**src/mcw_pkg.sv**
```systemverilog
// ----------------------------------------------------------------------------
// mcw_pkg
// Shared types and constants for the multi-channel watchdog core.
// ----------------------------------------------------------------------------
package mcw_pkg;

    localparam int TIME_W  = 32;
    localparam int CHAN_W  = 4;
    localparam int OP_W    = 2;

    typedef enum logic [OP_W-1:0] {
        OP_REGISTER = 2'd0,
        OP_KICK     = 2'd1,
        OP_TICK     = 2'd2,
        OP_CHECK    = 2'd3
    } t_op;

    typedef enum logic {
        ST_DONE    = 1'b0,
        ST_NO_FREE = 1'b1
    } t_status;

    typedef struct packed {
        logic claim;
        logic kick;
    } t_lane_cmd;

endpackage

```
**src/mcw_stream_if.sv**
```systemverilog
// ----------------------------------------------------------------------------
// mcw_in_if / mcw_out_if
// Valid/ready channels for watchdog commands and results.
// ----------------------------------------------------------------------------
interface mcw_in_if;
    logic                        valid;
    logic                        ready;
    logic [mcw_pkg::OP_W-1:0]    op;
    logic [mcw_pkg::CHAN_W-1:0]  channel;
    logic [mcw_pkg::TIME_W-1:0]  timeout;

    modport source (output valid, output op, output channel, output timeout, input ready);
    modport sink   (input valid, input op, input channel, input timeout, output ready);
endinterface

interface mcw_out_if;
    logic                        valid;
    logic                        ready;
    logic                        status;
    logic [mcw_pkg::CHAN_W-1:0]  channel_index;
    logic                        reset_request;

    modport source (output valid, output status, output channel_index, output reset_request,
                    input ready);
    modport sink   (input valid, input status, input channel_index, input reset_request,
                     output ready);
endinterface

```
**src/multi_channel_watchdog_core.sv**
```systemverilog
// ----------------------------------------------------------------------------
// multi_channel_watchdog_core
// Watchdog channel table with register, kick, tick and check commands.
//
//   channel  | dir | payload                              | results per transfer
//   i_in     | in  | op, channel, timeout                 | -
//   o_out    | out | status, channel_index, reset_request | one per input
//
// An input register feeds the lane compares and two priority encoders, which
// load the result register. A new transfer can be taken every cycle; a
// stalled result holds the input register, and the input register empties as
// soon as the result register frees up.
// Reset clears the tick count, all active flags and both valid flags.
// ----------------------------------------------------------------------------
module multi_channel_watchdog_core #(
    parameter int CHANNELS = 16
) (
    input  logic     i_clk,
    input  logic     i_rst_n,
    mcw_in_if.sink   i_in,
    mcw_out_if.source o_out
);

    localparam int IW = (CHANNELS > 1) ? $clog2(CHANNELS) : 1;

    logic                        r_in_valid;
    mcw_pkg::t_op                r_in_op;
    logic [mcw_pkg::CHAN_W-1:0]  r_in_channel;
    logic [mcw_pkg::TIME_W-1:0]  r_in_timeout;

    logic [mcw_pkg::TIME_W-1:0]  r_tick;

    logic                        r_out_valid;
    logic                        r_out_status;
    logic [mcw_pkg::CHAN_W-1:0]  r_out_index;
    logic                        r_out_request;

    logic                        n_status;
    logic [mcw_pkg::CHAN_W-1:0]  n_index;
    logic                        n_request;

    logic                        advance;
    logic [CHANNELS-1:0]         active;
    logic [CHANNELS-1:0]         expired;
    logic                        free_found;
    logic [IW-1:0]               free_index;
    logic                        exp_found;
    logic [IW-1:0]               exp_index;
    mcw_pkg::t_lane_cmd          lane_cmd [CHANNELS];

    assign advance    = r_in_valid && (!r_out_valid || o_out.ready);
    assign i_in.ready = !r_in_valid || advance;

    always_ff @(posedge i_clk) begin
        if (!i_rst_n) begin
            r_in_valid <= 1'b0;
        end else if (i_in.ready) begin
            r_in_valid <= i_in.valid;
        end
    end

    always_ff @(posedge i_clk) begin
        if (i_in.ready && i_in.valid) begin
            r_in_op      <= mcw_pkg::t_op'(i_in.op);
            r_in_channel <= i_in.channel;
            r_in_timeout <= i_in.timeout;
        end
    end

    always_ff @(posedge i_clk) begin
        if (!i_rst_n) begin
            r_tick <= '0;
        end else if (advance && r_in_op == mcw_pkg::OP_TICK) begin
            r_tick <= r_tick + 1'b1;
        end
    end

    for (genvar c = 0; c < CHANNELS; c++) begin : g_lane
        assign lane_cmd[c].claim = advance && (r_in_op == mcw_pkg::OP_REGISTER)
                                   && free_found && (free_index == IW'(c));
        assign lane_cmd[c].kick  = advance && (r_in_op == mcw_pkg::OP_KICK)
                                   && (32'(r_in_channel) == 32'(c));

        mcw_lane u_lane (
            .i_clk     (i_clk),
            .i_rst_n   (i_rst_n),
            .i_cmd     (lane_cmd[c]),
            .i_tick    (r_tick),
            .i_timeout (r_in_timeout),
            .o_active  (active[c]),
            .o_expired (expired[c])
        );
    end

    mcw_first_set #(.N(CHANNELS)) u_free_enc (
        .i_vec   (~active),
        .o_found (free_found),
        .o_index (free_index)
    );

    mcw_first_set #(.N(CHANNELS)) u_exp_enc (
        .i_vec   (expired),
        .o_found (exp_found),
        .o_index (exp_index)
    );

    always_comb begin
        n_status  = mcw_pkg::ST_DONE;
        n_index   = '0;
        n_request = 1'b0;
        case (r_in_op)
            mcw_pkg::OP_REGISTER: begin
                if (free_found) begin
                    n_index = mcw_pkg::CHAN_W'(free_index);
                end else begin
                    n_status = mcw_pkg::ST_NO_FREE;
                end
            end
            mcw_pkg::OP_CHECK: begin
                if (exp_found) begin
                    n_index   = mcw_pkg::CHAN_W'(exp_index);
                    n_request = 1'b1;
                end
            end
            default: begin
                n_index = '0;
            end
        endcase
    end

    always_ff @(posedge i_clk) begin
        if (!i_rst_n) begin
            r_out_valid <= 1'b0;
        end else if (advance) begin
            r_out_valid <= 1'b1;
        end else if (o_out.ready) begin
            r_out_valid <= 1'b0;
        end
    end

    always_ff @(posedge i_clk) begin
        if (advance) begin
            r_out_status  <= n_status;
            r_out_index   <= n_index;
            r_out_request <= n_request;
        end
    end

    assign o_out.valid         = r_out_valid;
    assign o_out.status        = r_out_status;
    assign o_out.channel_index = r_out_index;
    assign o_out.reset_request = r_out_request;

endmodule

```
**src/mcw_first_set.sv**
```systemverilog
// ----------------------------------------------------------------------------
// mcw_first_set
// Priority encoder: index of the lowest set bit of a vector.
// ----------------------------------------------------------------------------
module mcw_first_set #(
    parameter int N = 16
) (
    input  logic [N-1:0]                          i_vec,
    output logic                                  o_found,
    output logic [((N > 1) ? $clog2(N) : 1)-1:0]  o_index
);

    localparam int IW = (N > 1) ? $clog2(N) : 1;

    always_comb begin
        o_found = |i_vec;
        o_index = '0;
        for (int i = N - 1; i >= 0; i--) begin
            if (i_vec[i]) begin
                o_index = IW'(i);
            end
        end
    end

endmodule

```
**src/mcw_lane.sv**
```systemverilog
// ----------------------------------------------------------------------------
// mcw_lane
// One watchdog channel: active flag, last-kick time, timeout, age compare.
// ----------------------------------------------------------------------------
module mcw_lane (
    input  logic                        i_clk,
    input  logic                        i_rst_n,
    input  mcw_pkg::t_lane_cmd          i_cmd,
    input  logic [mcw_pkg::TIME_W-1:0]  i_tick,
    input  logic [mcw_pkg::TIME_W-1:0]  i_timeout,
    output logic                        o_active,
    output logic                        o_expired
);

    logic                        r_active;
    logic [mcw_pkg::TIME_W-1:0]  r_last;
    logic [mcw_pkg::TIME_W-1:0]  r_timeout;
    logic [mcw_pkg::TIME_W-1:0]  age;

    always_ff @(posedge i_clk) begin
        if (!i_rst_n) begin
            r_active <= 1'b0;
        end else if (i_cmd.claim) begin
            r_active <= 1'b1;
        end
    end

    always_ff @(posedge i_clk) begin
        if (i_cmd.claim) begin
            r_last    <= i_tick;
            r_timeout <= i_timeout;
        end else if (i_cmd.kick && r_active) begin
            r_last <= i_tick;
        end
    end

    // age wraps modulo 2^32
    assign age       = i_tick - r_last;
    assign o_active  = r_active;
    assign o_expired = r_active && (age > r_timeout);

endmodule

```
**src/flat_wrapper.sv**
```systemverilog
// flat-port wrapper written by rule: the top's interface ports become plain ports
module multi_channel_watchdog_core_flat 
#(
    parameter int CHANNELS = 16
)
  (i_clk, i_rst_n, i_in_valid, i_in_op, i_in_channel, i_in_timeout, i_in_ready, o_out_valid, o_out_status, o_out_channel_index, o_out_reset_request, o_out_ready);
  mcw_in_if i_in_i ();
  mcw_out_if o_out_i ();
  input  logic i_clk;
  input  logic i_rst_n;
  input wire logic [$bits(i_in_i.valid)-1:0] i_in_valid;
  input wire logic [$bits(i_in_i.op)-1:0] i_in_op;
  input wire logic [$bits(i_in_i.channel)-1:0] i_in_channel;
  input wire logic [$bits(i_in_i.timeout)-1:0] i_in_timeout;
  output wire logic [$bits(i_in_i.ready)-1:0] i_in_ready;
  output wire logic [$bits(o_out_i.valid)-1:0] o_out_valid;
  output wire logic [$bits(o_out_i.status)-1:0] o_out_status;
  output wire logic [$bits(o_out_i.channel_index)-1:0] o_out_channel_index;
  output wire logic [$bits(o_out_i.reset_request)-1:0] o_out_reset_request;
  input wire logic [$bits(o_out_i.ready)-1:0] o_out_ready;
  assign i_in_i.valid = i_in_valid;
  assign i_in_i.op = i_in_op;
  assign i_in_i.channel = i_in_channel;
  assign i_in_i.timeout = i_in_timeout;
  assign i_in_ready = i_in_i.ready;
  assign o_out_valid = o_out_i.valid;
  assign o_out_status = o_out_i.status;
  assign o_out_channel_index = o_out_i.channel_index;
  assign o_out_reset_request = o_out_i.reset_request;
  assign o_out_i.ready = o_out_ready;
  multi_channel_watchdog_core #(.CHANNELS(CHANNELS)) u_core (.i_clk(i_clk), .i_rst_n(i_rst_n), .i_in(i_in_i), .o_out(o_out_i));
endmodule
```
**config.mk**
```make
export PLATFORM = sky130hd
export DESIGN_NAME = multi_channel_watchdog_core_flat
export DESIGN_NICKNAME = d
export VERILOG_FILES = /design/src/mcw_pkg.sv /design/src/mcw_stream_if.sv /design/src/multi_channel_watchdog_core.sv /design/src/mcw_first_set.sv /design/src/mcw_lane.sv /design/src/flat_wrapper.sv
export SDC_FILE = /design/constraint.sdc
export NUM_CORES = 2
export LEC_CHECK = 0
export BUFFER_PORTS_ARGS = -buffer_cell sky130_fd_sc_hd__buf_2
export CAP_MARGIN = 20
export CELL_PAD_IN_SITES_DETAIL_PLACEMENT = 0
export CELL_PAD_IN_SITES_GLOBAL_PLACEMENT = 2
export CORE_MARGIN = 3
export CORE_UTILIZATION = 33
export DETAILED_ROUTE_END_ITERATION = 10
export HOLD_SLACK_MARGIN = 0.05
export PLACE_DENSITY = 0.6
export SLEW_MARGIN = 20
export SYNTH_ARGS = -nofsm -noshare
export SYNTH_HDL_FRONTEND = slang
export SYNTH_SLANG_ARGS = --single-unit
```
**constraint.sdc**
```tcl
create_clock -name i_clk -period 8.4 [get_ports i_clk]
set_clock_uncertainty 0.05 [all_clocks]
set_input_delay 1.68 -clock i_clk [delete_from_list [all_inputs] [get_ports i_clk]]
set_output_delay 1.68 -clock i_clk [all_outputs]
set_load 0.03 [all_outputs]
```
======== Word level (Yosys, flattened, before mapping) ========
Cells that the tools add are included.
storage, ports and cells
  logic and storage cells ................. 291
  input bits .............................. 42
  output and inout bits ................... 8
  register bits after elaboration ......... 1118
cells by class
  bitwise logic cells ..................... 1
  $lt $le $gt $ge ......................... 16
  muxes and demuxes ....................... 71
  reduce and logical (&&, ||, !) cells .... 96
  equal/unequal tests ..................... 33
  add/sub/neg operators ................... 17
operators by type and width
  cell                   count
  $mux 32                32
  $gt 32x32->1           16
  $sub 32x32->32         16
  $mux 4                 34
  $logic_and 1x1->1      70
  $eq 4x4->1 const B     16
  $reduce_bool 2->1      17
  $add 32x1->32 const B  1
  $eq 4x3->1 const B     8
  $reduce_or 16->1       2
  $eq 4x2->1 const B     4
  $not 16->16            1
  $eq 4x1->1 const B     2
  $logic_not 4->1        2
  $pmux 4 s2             1
  $eq 2x2->1 const B     2
  $mux 1                 4
  $eq 2x1->1 const B     1
  $logic_not 1->1        2
  $logic_not 2->1        1
  $logic_or 1x1->1       2

======== Depth between registers and ports, before layout ========
  depth in word-level cells ............... 21
  depth in mapped cells ................... 27
  depth with buffers taken out ............ 27

======== Cells and area by module ========
A second synthesis with hierarchy kept.
second synthesis, totals
  cells, all modules ...................... 7607
  area, all modules ....................... 77596.9 sq um
modules (own cells, without submodules)
  module                                    cells an instance  area an instance (sq um)  seq. area each (sq um)  times used
  mcw_lane at u_core.g_lane[11].u_lane ...  452                4594.4                    1941.9                  7
  mcw_lane at u_core.g_lane[0].u_lane ...   457                4704.5                    1941.9                  5
  mcw_lane at u_core.g_lane[12].u_lane      442                4588.2                    1941.9                  1
  mcw_lane at u_core.g_lane[7].u_lane       444                4531.8                    1941.9                  1
  mcw_lane at u_core.g_lane[8].u_lane       438                4510.6                    1941.9                  1
  mcw_lane at u_core.g_lane[9].u_lane       440                4508.1                    1941.9                  1
  multi_channel_watchdog_core               326                3422.0                    2001.9                  1
  mcw_first_set                             34                 176.4                     0.0                     2

======== Worst setup path before layout ========
OpenSTA, ideal clock, no wires.
  path type ............................... reg-to-reg
  from .................................... register u_core.r_tick[1] (netlist name)
  to ...................................... register u_core.r_out_index (netlist bit u_core.o_out.channel_index[1]) (data pin)
  setup slack ............................. 1.886 ns
  data required time ...................... 8.093 ns
  clock period less this slack ............ 6.514 ns
  library setup time ...................... 0.257 ns
  buffers on the path ..................... 0
  data arrival time ....................... 6.207 ns
  cell stages (with the launch flop) ...... 24
  cells stage by stage .................... dfxtp_1 > ha_1 > nor2b_1 > o2111a_1 > o31ai_1 > a21oi_1 > o31ai_2 > a31oi_1 > a21o_1 > or4_4 > a41oi_2 > a21oi_1 > xor2_1 > ha_1 > a21o_1 > a21o_1 > a21oi_1 > o21ai_0 > a221o_1 > and3_1 > nor4_2 > a41oi_1 > and2_0 > a32o_1
between the ends
  longest elaborated chain between the ends .. 21
  elaborated cells between the ends (all ways) .. 67
  classes of those cells .................. add/sub (16); order compare (16); mux (18); reduce/logical (17)
RTL lines
  element                       line                                RTL
  start, declared               multi_channel_watchdog_core.sv:31   logic [mcw_pkg::TIME_W-1:0] r_tick;
  start signal, assigned        multi_channel_watchdog_core.sv:74   r_tick <= r_tick + 1'b1;
  $sub 32x32->32                mcw_lane.sv:38                      assign age = i_tick - r_last;
  $gt 32x32->1                  mcw_lane.sv:40                      assign o_expired = r_active && (age > r_timeout);
  $logic_and 1x1->1             mcw_lane.sv:40
  $mux 4 (16 in a row)          mcw_first_set.sv:19                 if (i_vec[i]) begin
  $mux 4 (*)                    multi_channel_watchdog_core.sv:120  if (exp_found) begin
  $pmux 4 s2 (*)                multi_channel_watchdog_core.sv:111  case (r_in_op)
  net u_core.n_index (one bit)  multi_channel_watchdog_core.sv:39   logic [mcw_pkg::CHAN_W-1:0] n_index;
  end signal, assigned          multi_channel_watchdog_core.sv:144  r_out_index <= n_index;
  end, declared                 multi_channel_watchdog_core.sv:35   logic [mcw_pkg::CHAN_W-1:0] r_out_index;
Mark *: on every way through the listed nets, which the timed path passes. The rest lies on a longest branch.
A chain may end at the register's enable or synchronous reset.

======== Worst setup path after layout ========
  from .................................... register u_core.r_tick[0] (netlist name)
  to ...................................... register u_core.r_out_index (netlist bit u_core.o_out.channel_index[1]) (data pin)
The elaborated chain is that of the path after synthesis.

==> results.toml <==
[timing]
rsz0062_at_grt = "false"
relSlewSlack_pct = 13.7
worst_slew_pin_slew_ps = 1280
fmax_mhz = 130
fin_crit_sh_pct = 91.4
hold_violations = 0
setup_viol = 0
fin_tns_setup_ps = 0
layout_min_cycle_time_ps = 7680
slew_viol_final = 0

[die]
num_io_pins = 50
fp.dieArea_um2 = 225000
start_util_pct = 33.2
die_x_um = 474
core_area_um2 = 217000
placementRows = 171
fp.dieH_um = 474

[yosys]
synth_top_area_share_pct = 44.4
seq_area_frac_synth_pct = 45.8
avgSynthCellArea_um2 = 10.7
synth-main-ff-cell = "edfxtp_1"
synth-edff-count = 1068
synth_area_um2 = 72300
syn_inst = 6732
ys_seq_elements = 1118
synth.area.top_cells = "edfxtp_1, ha_1, inv_1, xnor2_1, a21o_1"
async_reset_ff_share_pct = 0
yosysTopAreaCell = "edfxtp_1"
yosysUniqueCellTypes = 89
synth_nets = 7803
synth_warnings = 0

[routing]
drt-initial-drc-count = 3935
drc = 0
vias = 51000
routed_via_density = 5.08
detail-route-antenna-nets = 0
finalWirelength_um = 238000
post_drt_wl_per_cell_um = 23.7
dr.pass1.iters = 6

[cells_and_area]
fin_nets = 8126
syn_to_final_growth_pct = 13.5
multi_input_area_um2 = 35100
seqCellArea_um2 = 33100
design_area_um2 = 82000
drive_gt1_share_pct = 7.32
nFillCells = 21600

[grt]
grtUsageTotal_pct = 21.1
grt_pass1_vias = 50200
grt_overflow = 0
grt_max_degree = 51
grt_pass1_wl_um = 344000
antenna_found_initial = 50

[place]
place.gp.congestion = 0.851
port-buffer-count = 49
hpwl_um = 166000
placed_cell_area_um2 = 77300

[clock_tree]
cts_tree = "built"
hold_buffers = 0
cts_buffer_depth = 3
h-tree-depth = 4
path_clk_slew_ps = 60
clk_latency_ps = 800
cts_root_buf = "clkbuf_16"
cts_resized = 0
cts_made_buffers = 146
cts_setup_buffers = 0
clock-sinks = 1118

[setup_path]
reg2reg_from = "u_core.r_tick[0]"
rrSetupSlack_ps = 720
reg2regPathDepth = 24
start_kind = "flop"
worstPathMaxFanout = 9
setup.worst_path.end_class = "flop"
criticalPathCategory = "flop to flop"
crit_arrival_ps = 8160
required_ps = 8890
r2r-end = "u_core.o_out.channel_index[1]"

[run_status]
status = "finished clean"

[min_path]
holdPathStages = 1
worstHoldEndpoint = "u_core.o_out.valid"
min_from = "u_core.r_in_valid"
hold_path_class = "flop to flop"

[pwr]
power_density_nw_per_um2 = 153
leakage_nw = 35.8
max-vdd-ir-drop_mv = 0.215
power_mw = 12.6

[flow_run]
cap_violations = 0
stage by stage:
step	std cells	setup WS (ps)	hold WS, ps	util [%]
CTS	10000	954	469	37.7
detailed placement	9760	984	457	35.6
global route	10000	495	495	37.7
floorplan	6732	1890	427	-
finish	10000	725	469	37.7
global placement	9760	951	445	35.6
worst max-delay path by stage:
| stage | start | endpoint | depth (start not counted) | slack [ps] |
|---|---|---|---|---|
| after floorplan | u_core.r_tick[1] | u_core.o_out.channel_index[1] | 23 | 1890 |
| after global placement | u_core.r_tick[0] | u_core.o_out.channel_index[1] | 24 | 950 |
| after detailed placement | u_core.r_tick[0] | u_core.o_out.channel_index[1] | 24 | 980 |
| after CTS | u_core.r_tick[0] | u_core.o_out.channel_index[1] | 24 | 950 |
| after global routing | u_core.r_tick[8] | u_core.o_out.channel_index[0] | 21 | 490 |
| final | u_core.r_tick[0] | u_core.o_out.channel_index[1] | 24 | 720 |
cells in the final DEF (no fill, tap or decap), types with 16 or more instances in the layout:
cell / n
clkinv_1: 29
xor2_1: 113
fa_1: 16
nor4_1: 17
nor2_1: 298
and3_1: 62
edfxtp_1: 1068
dfxtp_1: 19
a21boi_0: 23
and2_1: 42
a31oi_1: 41
nand2_1: 242
nand3_1: 125
buf_2: 49
nand2b_1: 69
o211ai_1: 26
nor3_1: 99
a211oi_1: 47
clkinv_2: 22
ha_1: 1013
o31ai_1: 27
o21ai_0: 247
o21a_1: 127
diode_2: 21
buf_4: 130
a31o_2: 16
or3_1: 49
a21o_1: 326
inv_1: 1122
or2_2: 26
dfxtp_2: 28
a2111oi_0: 25
o21bai_1: 70
a211o_1: 17
nor2b_1: 107
xnor2_1: 353
clkbuf_1: 32
clkbuf_16: 154
nand4_1: 128
a21oi_1: 471
synthesized netlist by cell type (all sizes together) (17+ instances only):
cell,instances
o31ai,34
a31oi,43
xor2,113
a21boi,24
or2,27
o211ai,27
a211oi,51
a31o,18
and2,44
a211o,17
o21a,127
nor2,312
nand3,125
a21o,326
nor4,18
nand2b,69
nor2b,107
nor3,102
a2111oi,27
xnor2,353
a21oi,472
or3,49
o21ai,257
and3,62
inv,1122
dfxtp,50
nand4,128
o21bai,70
ha,1013
edfxtp,1068
nand2,242
state kept, by name, summed over array words and instances, names as in the netlist:
name,cells
u_core.r_in_channel,4
u_core.g_lane.u_lane.r_timeout,512
u_core.g_lane.u_lane.o_active,16
u_core.g_lane.u_lane.r_last,512
u_core.o_out.status,1
u_core.r_in_op,2
u_core.o_out.valid,1
u_core.r_in_valid,1
u_core.r_tick,32
u_core.o_out.channel_index,4
u_core.o_out.reset_request,1
u_core.r_in_timeout,32
report_power, final:
group / total [mW] / leakage, nW / switching, mW / internal (mW)
Combinational: 0.291 / 22.5 / 0.231 / 0.0596
Clock: 6.20 / 2.27 / 2.53 / 3.67
Sequential: 6.10 / 11.0 / 0.0117 / 6.08
Total: 12.6 / 35.8 / 2.78 / 9.81
metal layers:
| layer | global-route usage [%] | vias up | part of all wire [%] | wire length, um |
|---|---|---|---|---|
| met4 | 5.61 | 0 | 2.4 | 5780 |
| met1 | 29.7 | 24700 | 47 | 113000 |
| met3 | 2.24 | 258 | 4.3 | 10300 |
| met2 | 34.4 | 974 | 46 | 109000 |
| met5 | 0 | - | 0 | 0 |
| li1 | - | 25100 | - | - |
critical path, cell delays in order, from the launching register on:
cell and delay (ps):
dfxtp_1 310, inv_1 410, ha_1 330, inv_1 70, fa_1 400, a21o_1 200
a21oi_2 200, o21a_1 180, o21ai_1 160, o31ai_4 330, o21ai_2 150, a41o_1 290
o221a_2 270, o31a_1 350, a311oi_2 280, xnor2_1 100, ha_1 300, nand4_1 140
nor4_1 1090, nand3_1 340, and3_1 400, nor4_2 400, a41oi_1 270, and2_0 210
a32o_1 190
area by class of cell:
cell class              instances  share of cell area, %
repair buffers                187                   1.68
clock inverters                68                  0.685
diodes                         21                 0.0641
multi-input cells            4480                   42.7
well taps                    2854                   4.35
flip-flops and latches       1118                   40.4
clock buffers                 194                   4.98
inverters                    1122                   5.13
cells by family after synthesis:
| logic type | synth area share [%] |
|---|---|
| DFF | 45.8 |
| xor gates and xnor gates | 5.65 |
| AOI/OAI and AO/OA | 15.3 |
| adders and majority gates | 18.0 |
| buffers and inverters | 5.90 |
| muxes | 0.0416 |
| and+or+nand+nor | 9.39 |
Power figures use the tool's default switching activity.
